--- config.mk ---
export PLATFORM = sky130hd
export DESIGN_NAME = pin_fingerprint_access_lock
export DESIGN_NICKNAME = d
export VERILOG_FILES = /design/src/hw/rtl/pfal_pkg.sv /design/src/hw/rtl/pfal_core.sv /design/src/hw/rtl/pin_fingerprint_access_lock.sv
export SDC_FILE = /design/constraint.sdc
export NUM_CORES = 1
export LEC_CHECK = 0
export ABC_AREA = 1
export BUFFER_PORTS_ARGS = -buffer_cell sky130_fd_sc_hd__buf_4
export CORE_ASPECT_RATIO = 0.8
export CORE_MARGIN = 2
export CORE_UTILIZATION = 30
export CTS_CLUSTER_SIZE = 28
export DETAILED_ROUTE_END_ITERATION = 12
export GPL_TIMING_DRIVEN = 1
export SYNTH_ARGS = -nofsm -noshare
export SYNTH_HDL_FRONTEND = slang
export SYNTH_SLANG_ARGS = --single-unit
--- constraint.sdc ---
create_clock -name clk -period 23.1 [get_ports clk]
set_input_delay 6.93 -clock clk [delete_from_list [all_inputs] [get_ports clk]]
set_output_delay 6.93 -clock clk [all_outputs]
set_load 0.05 [all_outputs]
--- src/hw/rtl/pfal_pkg.sv ---
// ----------------------------------------------------------------------------
// pfal_pkg: shared types and constants for the PIN / fingerprint access lock
// Request, result and configuration structs, request and event codes, and
// the helpers for the stored PIN digits and millisecond-to-second scaling.
// ----------------------------------------------------------------------------
package pfal_pkg;

  localparam int PIN_DIGITS    = 6;
  localparam int STORED_DIGITS = 6;
  localparam int LEN_W         = $clog2(PIN_DIGITS + 1);
  localparam int IDX_W         = (PIN_DIGITS > 1) ? $clog2(PIN_DIGITS) : 1;

  localparam int CFG_IDX_W  = 3;
  localparam int CFG_DATA_W = 24;

  // register indexes
  localparam logic [CFG_IDX_W-1:0] CFG_STORED_PIN     = 3'd0;
  localparam logic [CFG_IDX_W-1:0] CFG_TWO_FACTOR     = 3'd1;
  localparam logic [CFG_IDX_W-1:0] CFG_MAX_FAILURES   = 3'd2;
  localparam logic [CFG_IDX_W-1:0] CFG_LOCKOUT_MS     = 3'd3;
  localparam logic [CFG_IDX_W-1:0] CFG_STAR_LIMIT     = 3'd4;
  localparam logic [CFG_IDX_W-1:0] CFG_HASH_THRESHOLD = 3'd5;

  // register reset values
  localparam logic [23:0] RST_STORED_PIN     = 24'h123456;
  localparam logic        RST_TWO_FACTOR     = 1'b0;
  localparam logic [3:0]  RST_MAX_FAILURES   = 4'd5;
  localparam logic [15:0] RST_LOCKOUT_MS     = 16'd30000;
  localparam logic [4:0]  RST_STAR_LIMIT     = 5'd12;
  localparam logic [4:0]  RST_HASH_THRESHOLD = 5'd12;

  // request kinds
  localparam logic [1:0] REQ_KEY    = 2'd0;
  localparam logic [1:0] REQ_FINGER = 2'd1;
  localparam logic [1:0] REQ_TICK   = 2'd2;

  // key codes
  localparam logic [3:0] KEY_DIGIT_MAX = 4'd9;
  localparam logic [3:0] KEY_STAR      = 4'd10;
  localparam logic [3:0] KEY_HASH      = 4'd11;

  // event codes
  localparam logic [3:0] EV_NONE          = 4'd0;
  localparam logic [3:0] EV_DIGIT         = 4'd1;
  localparam logic [3:0] EV_PIN_GRANT     = 4'd2;
  localparam logic [3:0] EV_FINGER_GRANT  = 4'd3;
  localparam logic [3:0] EV_PIN_HALF      = 4'd4;
  localparam logic [3:0] EV_FINGER_HALF   = 4'd5;
  localparam logic [3:0] EV_BAD_PIN       = 4'd6;
  localparam logic [3:0] EV_PIN_LOCKS     = 4'd7;
  localparam logic [3:0] EV_PIN_REJECT    = 4'd8;
  localparam logic [3:0] EV_BAD_FINGER    = 4'd9;
  localparam logic [3:0] EV_FINGER_LOCKS  = 4'd10;
  localparam logic [3:0] EV_FINGER_REJECT = 4'd11;
  localparam logic [3:0] EV_CHANGE_PIN    = 4'd12;
  localparam logic [3:0] EV_ADMIN         = 4'd13;
  localparam logic [3:0] EV_CLEARED       = 4'd14;

  // x / 1000 == (x * 67109) >> 26, exact for every 16-bit x
  localparam logic [16:0] MS_RECIP = 17'd67109;
  localparam int          MS_SHIFT = 26;

  typedef struct packed {
    logic [23:0] stored_pin;
    logic        two_factor_mode;
    logic [3:0]  max_failures;
    logic [15:0] lockout_ms;
    logic [4:0]  star_limit;
    logic [4:0]  hash_threshold;
  } cfg_t;

  typedef struct packed {
    logic [1:0] req_type;
    logic [3:0] key_code;
    logic       finger_matched;
    logic [7:0] finger_id;
  } item_t;

  typedef struct packed {
    logic [3:0] event_code;
    logic       unlock_pulse;
    logic [3:0] tries_left;
    logic [6:0] lock_seconds_left;
    logic [2:0] entry_count;
    logic       pin_ok_flag;
    logic       finger_ok_flag;
    logic [7:0] granted_id;
  } result_t;

  function automatic logic [3:0] stored_digit(input logic [23:0] pin, input int i);
    logic [23:0] sh;
    sh = 24'd0;
    if (i < STORED_DIGITS) begin
      sh = pin >> (4 * (STORED_DIGITS - 1 - i));
    end
    return sh[3:0];
  endfunction

  function automatic logic [6:0] ms_to_secs(input logic [15:0] ms);
    logic [32:0] prod;
    prod = {17'd0, ms} * {16'd0, MS_RECIP};
    return prod[MS_SHIFT +: 7];
  endfunction

endpackage

--- src/hw/rtl/pfal_core.sv ---
// ----------------------------------------------------------------------------
// pfal_core: lock state and per-request decision logic
// Holds entry buffer, press counters, failure counters, lock timers and
// verified bits; computes the result for one request combinationally.
// ----------------------------------------------------------------------------
module pfal_core
  import pfal_pkg::*;
(
  input  logic    clk,
  input  logic    rst_n,
  input  logic    step_en,
  input  item_t   item,
  input  cfg_t    cfg,
  output result_t res
);

  logic [3:0]       entry_digits_r [PIN_DIGITS];
  logic [LEN_W-1:0] len_r, len_nxt;
  logic [4:0]       star_r, star_nxt;
  logic [4:0]       hash_r, hash_nxt;
  logic [3:0]       pin_fails_r, pin_fails_nxt;
  logic [3:0]       fng_fails_r, fng_fails_nxt;
  logic [15:0]      pin_timer_r, pin_timer_nxt;
  logic [15:0]      fng_timer_r, fng_timer_nxt;
  logic             pin_ok_r, pin_ok_nxt;
  logic             fng_ok_r, fng_ok_nxt;

  logic        wr_digit;
  logic        pin_match;
  logic [3:0]  ev;
  logic        unlock;
  logic [3:0]  tries;
  logic        secs_en;
  logic [15:0] secs_src;
  logic [7:0]  gid;

  // full-length compare, with the incoming key in the slot it completes
  always_comb begin
    logic [3:0] d;
    pin_match = 1'b1;
    for (int i = 0; i < PIN_DIGITS; i++) begin
      d = (LEN_W'(i) == len_r) ? item.key_code : entry_digits_r[i];
      if (d != stored_digit(cfg.stored_pin, i)) begin
        pin_match = 1'b0;
      end
    end
  end

  always_comb begin
    logic [4:0] star_inc;
    logic [4:0] hash_inc;
    logic [3:0] pin_inc;
    logic [3:0] fng_inc;
    logic       pin_check;
    logic       pin_full;
    star_inc = (star_r != 5'd31) ? star_r + 5'd1 : star_r;
    hash_inc = (hash_r != 5'd31) ? hash_r + 5'd1 : hash_r;
    pin_inc  = (pin_fails_r != 4'hF) ? pin_fails_r + 4'd1 : pin_fails_r;
    fng_inc  = (fng_fails_r != 4'hF) ? fng_fails_r + 4'd1 : fng_fails_r;
    pin_check     = 1'b0;
    pin_full      = 1'b0;
    len_nxt       = len_r;
    star_nxt      = star_r;
    hash_nxt      = hash_r;
    pin_fails_nxt = pin_fails_r;
    fng_fails_nxt = fng_fails_r;
    pin_timer_nxt = pin_timer_r;
    fng_timer_nxt = fng_timer_r;
    pin_ok_nxt    = pin_ok_r;
    fng_ok_nxt    = fng_ok_r;
    wr_digit      = 1'b0;
    ev            = EV_NONE;
    unlock        = 1'b0;
    tries         = 4'd0;
    secs_en       = 1'b0;
    secs_src      = 16'd0;
    gid           = 8'd0;

    if (step_en) begin
      unique case (item.req_type)
        REQ_KEY: begin
          priority if (pin_timer_r != 16'd0) begin
            ev       = EV_PIN_REJECT;
            secs_en  = 1'b1;
            secs_src = pin_timer_r;
          end else if (item.key_code == KEY_STAR) begin
            if (star_inc >= cfg.star_limit) begin
              star_nxt = 5'd0;
              ev       = EV_CHANGE_PIN;
            end else begin
              star_nxt = star_inc;
              len_nxt  = '0;
              ev       = EV_CLEARED;
            end
          end else if (item.key_code == KEY_HASH) begin
            if (hash_inc >= cfg.hash_threshold) begin
              hash_nxt = 5'd0;
              ev       = EV_ADMIN;
            end else begin
              hash_nxt = hash_inc;
              // a short entry never matches
              if (len_r != '0) begin
                pin_check = 1'b1;
              end
            end
          end else if (item.key_code <= KEY_DIGIT_MAX) begin
            star_nxt = 5'd0;
            hash_nxt = 5'd0;
            if (len_r < LEN_W'(PIN_DIGITS)) begin
              wr_digit = 1'b1;
              if (len_r == LEN_W'(PIN_DIGITS - 1)) begin
                pin_check = 1'b1;
                pin_full  = 1'b1;
              end else begin
                len_nxt = len_r + LEN_W'(1);
                ev      = EV_DIGIT;
              end
            end
          end else begin
            // key codes above the hash key are ignored
          end
        end
        REQ_FINGER: begin
          priority if (fng_timer_r != 16'd0) begin
            ev       = EV_FINGER_REJECT;
            secs_en  = 1'b1;
            secs_src = fng_timer_r;
          end else if (!item.finger_matched) begin
            if (fng_inc >= cfg.max_failures) begin
              fng_timer_nxt = cfg.lockout_ms;
              fng_fails_nxt = (cfg.lockout_ms == 16'd0) ? 4'd0 : fng_inc;
              ev            = EV_FINGER_LOCKS;
              secs_en       = 1'b1;
              secs_src      = cfg.lockout_ms;
            end else begin
              fng_fails_nxt = fng_inc;
              tries         = cfg.max_failures - fng_inc;
              ev            = EV_BAD_FINGER;
            end
          end else begin
            fng_fails_nxt = 4'd0;
            if (cfg.two_factor_mode && !pin_ok_r) begin
              fng_ok_nxt = 1'b1;
              ev         = EV_FINGER_HALF;
            end else begin
              pin_ok_nxt = 1'b0;
              fng_ok_nxt = 1'b0;
              unlock     = 1'b1;
              gid        = item.finger_id;
              ev         = EV_FINGER_GRANT;
            end
          end
        end
        REQ_TICK: begin
          if (pin_timer_r != 16'd0) begin
            pin_timer_nxt = pin_timer_r - 16'd1;
            if (pin_timer_r == 16'd1) begin
              pin_fails_nxt = 4'd0;
            end
          end
          if (fng_timer_r != 16'd0) begin
            fng_timer_nxt = fng_timer_r - 16'd1;
            if (fng_timer_r == 16'd1) begin
              fng_fails_nxt = 4'd0;
            end
          end
        end
        default: ;
      endcase
    end

    if (pin_check) begin
      len_nxt = '0;
      if (pin_full && pin_match) begin
        if (cfg.two_factor_mode && !fng_ok_r) begin
          pin_ok_nxt = 1'b1;
          ev         = EV_PIN_HALF;
        end else begin
          pin_fails_nxt = 4'd0;
          pin_ok_nxt    = 1'b0;
          fng_ok_nxt    = 1'b0;
          unlock        = 1'b1;
          ev            = EV_PIN_GRANT;
        end
      end else if (pin_inc >= cfg.max_failures) begin
        pin_timer_nxt = cfg.lockout_ms;
        pin_fails_nxt = (cfg.lockout_ms == 16'd0) ? 4'd0 : pin_inc;
        ev            = EV_PIN_LOCKS;
        secs_en       = 1'b1;
        secs_src      = cfg.lockout_ms;
      end else begin
        pin_fails_nxt = pin_inc;
        tries         = cfg.max_failures - pin_inc;
        ev            = EV_BAD_PIN;
      end
    end
  end

  always_comb begin
    res.event_code        = ev;
    res.unlock_pulse      = unlock;
    res.tries_left        = tries;
    res.lock_seconds_left = secs_en ? ms_to_secs(secs_src) : 7'd0;
    res.entry_count       = 3'(len_nxt);
    res.pin_ok_flag       = pin_ok_nxt;
    res.finger_ok_flag    = fng_ok_nxt;
    res.granted_id        = gid;
  end

  always_ff @(posedge clk) begin
    if (!rst_n) begin
      len_r       <= '0;
      star_r      <= 5'd0;
      hash_r      <= 5'd0;
      pin_fails_r <= 4'd0;
      fng_fails_r <= 4'd0;
      pin_timer_r <= 16'd0;
      fng_timer_r <= 16'd0;
      pin_ok_r    <= 1'b0;
      fng_ok_r    <= 1'b0;
    end else begin
      len_r       <= len_nxt;
      star_r      <= star_nxt;
      hash_r      <= hash_nxt;
      pin_fails_r <= pin_fails_nxt;
      fng_fails_r <= fng_fails_nxt;
      pin_timer_r <= pin_timer_nxt;
      fng_timer_r <= fng_timer_nxt;
      pin_ok_r    <= pin_ok_nxt;
      fng_ok_r    <= fng_ok_nxt;
    end
  end

  // entry buffer, no reset: only slots below len_r are ever read
  always_ff @(posedge clk) begin
    if (wr_digit) begin
      entry_digits_r[len_r[IDX_W-1:0]] <= item.key_code;
    end
  end

  a_len_below_full: assert property (@(posedge clk) disable iff (!rst_n)
    len_r < LEN_W'(PIN_DIGITS))
    else $error("entry length reached full PIN without a check");

  a_tick_counts_down: assert property (@(posedge clk) disable iff (!rst_n)
    (step_en && item.req_type == REQ_TICK && pin_timer_r != 16'd0)
      |=> (pin_timer_r == $past(pin_timer_r) - 16'd1))
    else $error("PIN lock timer did not count down by one on a tick");

  a_locked_keys_frozen: assert property (@(posedge clk) disable iff (!rst_n)
    (step_en && item.req_type == REQ_KEY && pin_timer_r != 16'd0)
      |=> ($stable(len_r) && $stable(pin_fails_r) && $stable(star_r) && $stable(hash_r)))
    else $error("key press changed PIN state while locked");

  a_grant_clears_halves: assert property (@(posedge clk) disable iff (!rst_n)
    (step_en && res.unlock_pulse) |-> (!res.pin_ok_flag && !res.finger_ok_flag))
    else $error("grant left a half-verified bit set");

endmodule

--- src/hw/rtl/pin_fingerprint_access_lock.sv ---
// ----------------------------------------------------------------------------
// pin_fingerprint_access_lock: keypad PIN and fingerprint door lock
// Stream-in requests (key, fingerprint result, 1 ms tick), one result each.
//
// Usage:
//   in_*   request stream. in_tuser = request kind, in_tdata = key code,
//          match flag and template id. Every request gives exactly one
//          result on the out_* stream, in order.
//   out_*  result stream. out_tuser = event code, out_tdata = the result
//          fields (unlock pulse, tries, lock seconds, entry count, flags,
//          granted id).
//   cfg_*  register writes (index, data); always ready, applied at the
//          next edge. Write only while no request is in flight.
//   Path: input register, combinational decision logic, result register.
//   Throughput: one request per cycle while out_tready does not stall,
//   set by the combinational decision logic between the two registers.
//   Stall: while out_tready is low the result register holds; one more
//   request is buffered in the input register, then in_tready drops.
//   Reset (rst_n low, synchronous): registers return to defaults (PIN
//   123456, single factor, 5 tries, 30 s lock, thresholds 12), counters,
//   timers and verified bits clear, both streams empty.
// ----------------------------------------------------------------------------
module pin_fingerprint_access_lock
  import pfal_pkg::*;
(
  input  logic                  clk,
  input  logic                  rst_n,
  // request stream
  input  logic                  in_tvalid,
  output logic                  in_tready,
  input  logic [15:0]           in_tdata,   // [3:0] key_code, [4] finger_matched,
                                            // [12:5] finger_id, [15:13] zero
  input  logic [1:0]            in_tuser,   // [1:0] req_type
  // result stream
  output logic                  out_tvalid,
  input  logic                  out_tready,
  output logic [31:0]           out_tdata,  // [0] unlock_pulse, [4:1] tries_left,
                                            // [11:5] lock_seconds_left,
                                            // [14:12] entry_count, [15] pin_ok_flag,
                                            // [16] finger_ok_flag, [24:17] granted_id,
                                            // [31:25] zero
  output logic [3:0]            out_tuser,  // [3:0] event_code
  // register write port
  input  logic                  cfg_valid,
  output logic                  cfg_ready,
  input  logic [CFG_IDX_W-1:0]  cfg_index,
  input  logic [CFG_DATA_W-1:0] cfg_data
);

  cfg_t    cfg_r;
  item_t   in_item_r;
  logic    in_valid_r;
  result_t out_res_r;
  logic    out_valid_r;
  result_t res;

  logic advance;  // result register can take a new value
  logic step_en;  // the held request is processed this cycle

  assign advance   = !out_valid_r || out_tready;
  assign step_en   = in_valid_r && advance;
  assign in_tready = !in_valid_r || advance;
  assign cfg_ready = 1'b1;

  // config registers
  always_ff @(posedge clk) begin
    if (!rst_n) begin
      cfg_r.stored_pin      <= RST_STORED_PIN;
      cfg_r.two_factor_mode <= RST_TWO_FACTOR;
      cfg_r.max_failures    <= RST_MAX_FAILURES;
      cfg_r.lockout_ms      <= RST_LOCKOUT_MS;
      cfg_r.star_limit      <= RST_STAR_LIMIT;
      cfg_r.hash_threshold  <= RST_HASH_THRESHOLD;
    end else if (cfg_valid) begin
      unique case (cfg_index)
        CFG_STORED_PIN:     cfg_r.stored_pin      <= cfg_data[23:0];
        CFG_TWO_FACTOR:     cfg_r.two_factor_mode <= cfg_data[0];
        CFG_MAX_FAILURES:   cfg_r.max_failures    <= cfg_data[3:0];
        CFG_LOCKOUT_MS:     cfg_r.lockout_ms      <= cfg_data[15:0];
        CFG_STAR_LIMIT:     cfg_r.star_limit      <= cfg_data[4:0];
        CFG_HASH_THRESHOLD: cfg_r.hash_threshold  <= cfg_data[4:0];
        default: ;  // unmapped index, dropped
      endcase
    end
  end

  // input register
  always_ff @(posedge clk) begin
    if (!rst_n) begin
      in_valid_r <= 1'b0;
    end else if (in_tvalid && in_tready) begin
      in_valid_r <= 1'b1;
    end else if (step_en) begin
      in_valid_r <= 1'b0;
    end
  end

  always_ff @(posedge clk) begin
    if (in_tvalid && in_tready) begin
      in_item_r.req_type       <= in_tuser;
      in_item_r.key_code       <= in_tdata[3:0];
      in_item_r.finger_matched <= in_tdata[4];
      in_item_r.finger_id      <= in_tdata[12:5];
    end
  end

  pfal_core u_core (
    .clk     (clk),
    .rst_n   (rst_n),
    .step_en (step_en),
    .item    (in_item_r),
    .cfg     (cfg_r),
    .res     (res)
  );

  // result register
  always_ff @(posedge clk) begin
    if (!rst_n) begin
      out_valid_r <= 1'b0;
    end else if (step_en) begin
      out_valid_r <= 1'b1;
    end else if (out_tready) begin
      out_valid_r <= 1'b0;
    end
  end

  always_ff @(posedge clk) begin
    if (step_en) begin
      out_res_r <= res;
    end
  end

  assign out_tvalid = out_valid_r;
  assign out_tuser  = out_res_r.event_code;
  assign out_tdata  = {7'd0,
                       out_res_r.granted_id,
                       out_res_r.finger_ok_flag,
                       out_res_r.pin_ok_flag,
                       out_res_r.entry_count,
                       out_res_r.lock_seconds_left,
                       out_res_r.tries_left,
                       out_res_r.unlock_pulse};

endmodule
==> impl_metrics.ini <==
[yosys]
synth_flop_cell = dfxtp_1
yosysWarnings = 0
ys_ff_latch = 180
syn_area_um2 = 13310
syn_inst = 1733
async_reset_ff_share_pct = 0
synth-seq-area-share_pct = 32.18
synth_cell_type_count = 53
synth_edf_count = 68
avgSynthCellArea_um2 = 7.682

[clocking]
cts_buffers = 17
cts_htree_levels = 4
cts_buffer_depth = 2
clock_sinks = 180
cts_root_buf = clkbuf_16
cts-resized-gates = 0
cts_setup_buffers = 0
clk_latency_ns = 0.46
cts_tree = yes
clk_pin_slew_ns = 0.07
cts_hold_buf = 0

[floorplan]
core_um2 = 44120
rows = 69
die_y_um = 192.4
die_area_um2 = 46090
initial_core_util_pct = 30.18
die_x_um = 239.5
io_pins = 89

[routing]
routed_wl_mm = 36.20
vias_per_cell = 4.882
routedWlPerCell_um = 14.98
detail-route-antenna-nets = 0
drt_iter0_drc = 1222
first_pass_iters = 6
route.detailed.drc = 0
vias = 11800

[sta]
slew_violations = 0
fin_tns_setup_ns = 0
hold_viol = 0
clock.fmax_mhz = 69.62
fin_crit_sh_pct = 62.18
finalCriticalPeriod_ns = 14.36
tightestPinTransition_ns = 1.023
finalClockSkew_ns = 0.009975
setup_viol = 0
slew_headroom_pct = 31.83
rsz0062_at_grt = no

[final_layout]
n_antenna_cell = 0
fillers = 4631
regArea_um2 = 4284
mostFrequentLayoutCells = nand2_1 (335), inv_1 (277), ha_1 (160)
multi_input_area_um2 = 7737
layout_commonest_cell = nand2_1
synthToLayoutAreaGrowth_pct = 13.48
final_nets = 2052
drive_gt1_share_pct = 8.324
design_area_um2 = 15110

[critical_path]
r2r_start = u_core.len_r[2]
cp.required_ns = 16.17
worst_r2r_path_depth = 35
startpoint = out_tready
cp_cell_sequence = buf_4 > inv_1 > nand3_1 > buf_4
cp_max_fo = 3
worstSetupPathType = in2out
critPathCapture = in_tready
max_stage_delay_ns = 0.22
r2r_setup_slack_ns = 14.30
endpoint_kind = primary output
crit_top_cell = buf_4
arrival_ns = 7.43
startpoint_type = primary input
reg2reg_to = out_tdata[8]
critPathSlowestCell = buf_4

[pwr]
ir_drop_v = 0.00004581
leakagePower_nw = 7.396
power_density_nw_per_um2 = 50.19

[placed_design]
dpl.hpwl_mm = 27.88
place_congestion = 0.9102
placed_area_um2 = 14520
portBuffers = 77

[grt]
grt_pass1_wl_mm = 57.92
antenna_found_initial = 1
grt_pass1_vias = 11170
grt_max_degree = 68
grt_usage_pct = 15.92
grt_remaining_overflow = 0

[outcome]
status = completed

[worst_hold_path]
min_path_type = reg2reg

[run]
cap_violations = 0
[metal layers]
layer | vias to the layer above | global-route usage, % | share of wire [%]
met5 | - | 0 | 0
met1 | 5575 | 23.14 | 49
li1 | 5872 | - | -
met3 | 33 | 2.947 | 5.9
met4 | 0 | 3.654 | 1.2
met2 | 321 | 24.31 | 44
[layout make-up]
class / count / area share, %
multi-input cells: 1225 / 51.22
flip-flops and latches: 180 / 28.36
inverters: 289 / 7.181
well taps: 603 / 4.994
repair buffers: 88 / 4.373
clock buffers: 22 / 3.147
clock inverters: 10 / 0.7288
[worst min path at each step]
| stage | from | cells past startpoint | end | slack (ns) |
|---|---|---|---|---|
| after global routing | cfg_r[34] | 2 | cfg_r[34] | 0.49 |
| after CTS | cfg_r[9] | 2 | cfg_r[9] | 0.47 |
| after global placement | cfg_r[9] | 2 | cfg_r[9] | 0.45 |
| after floorplan | cfg_r[1] | 2 | cfg_r[1] | 0.44 |
| after detailed placement | cfg_r[9] | 2 | cfg_r[9] | 0.46 |
| final | cfg_r[9] | 2 | cfg_r[9] | 0.47 |
[Yosys cell counts (23+ instances only)]
library cell,count,area (um2)
nand2_1,335,1257
inv_1,277,1040
ha_1,160,2002
nor2_1,154,578.1
a21oi_1,124,620.6
o21ai_0,117,585.6
dfxtp_1,112,2242
nand3_1,102,510.5
edfxtp_1,68,2042
fa_1,41,820.8
clkbuf_1,26,97.59
nand4_1,23,143.9
[flip-flops by register name, indices dropped and copies added, names as in the netlist]
name / flops
cfg_r: 55
in_item_r: 15
in_valid_r: 1
out_tdata: 25
out_tuser: 4
out_tvalid: 1
u_core.entry_digits_r: 24
u_core.fng_fails_r: 4
u_core.fng_ok_r: 1
u_core.fng_timer_r: 16
u_core.hash_r: 5
u_core.len_r: 3
u_core.pin_fails_r: 4
u_core.pin_ok_r: 1
u_core.pin_timer_r: 16
u_core.star_r: 5
[worst max-delay path: cells and delay by family]
family	cells	cell delay (ns)
buffers and inverters	3	0.39
and+or+nand+nor	1	0.11
[logic make-up (layout without fill, tap and decap cells)]
logic type                 count (synthesis)  count (layout)  share of synthesized area (%)
AOI/OAI and AO/OA                        325             325                          13.76
adders and majority gates                201             201                          21.20
buffers and inverters                    334             409                          9.868
other                                      2               8                        0.05641
and+or+nand+nor                          664             664                          21.11
muxes                                      3               3                         0.2444
xor gates and xnor gates                  24              24                          1.579
DFF                                      180             180                          32.18
[report_power, final]
group          switching, mW  internal (mW)
clock                  0.139          0.161
combinational         0.0781         0.0328
sequential           0.00822          0.340
total                  0.225          0.533
[metrics by stage]
stage	hold slack, ns	power [mW]	cells	utilization (%)	setup WS, ns
floorplan	0.4353	0.4281	1739	-	8.780
global placement	0.4544	0.4622	2385	32.92	8.750
detailed placement	0.4583	0.4641	2385	32.92	8.722
CTS	0.4687	0.7613	2417	34.24	8.739
global route	0.4877	0.7892	2417	34.24	8.662
finish	0.4685	0.7583	2417	34.24	8.737
Power figures use the tool's default switching activity.
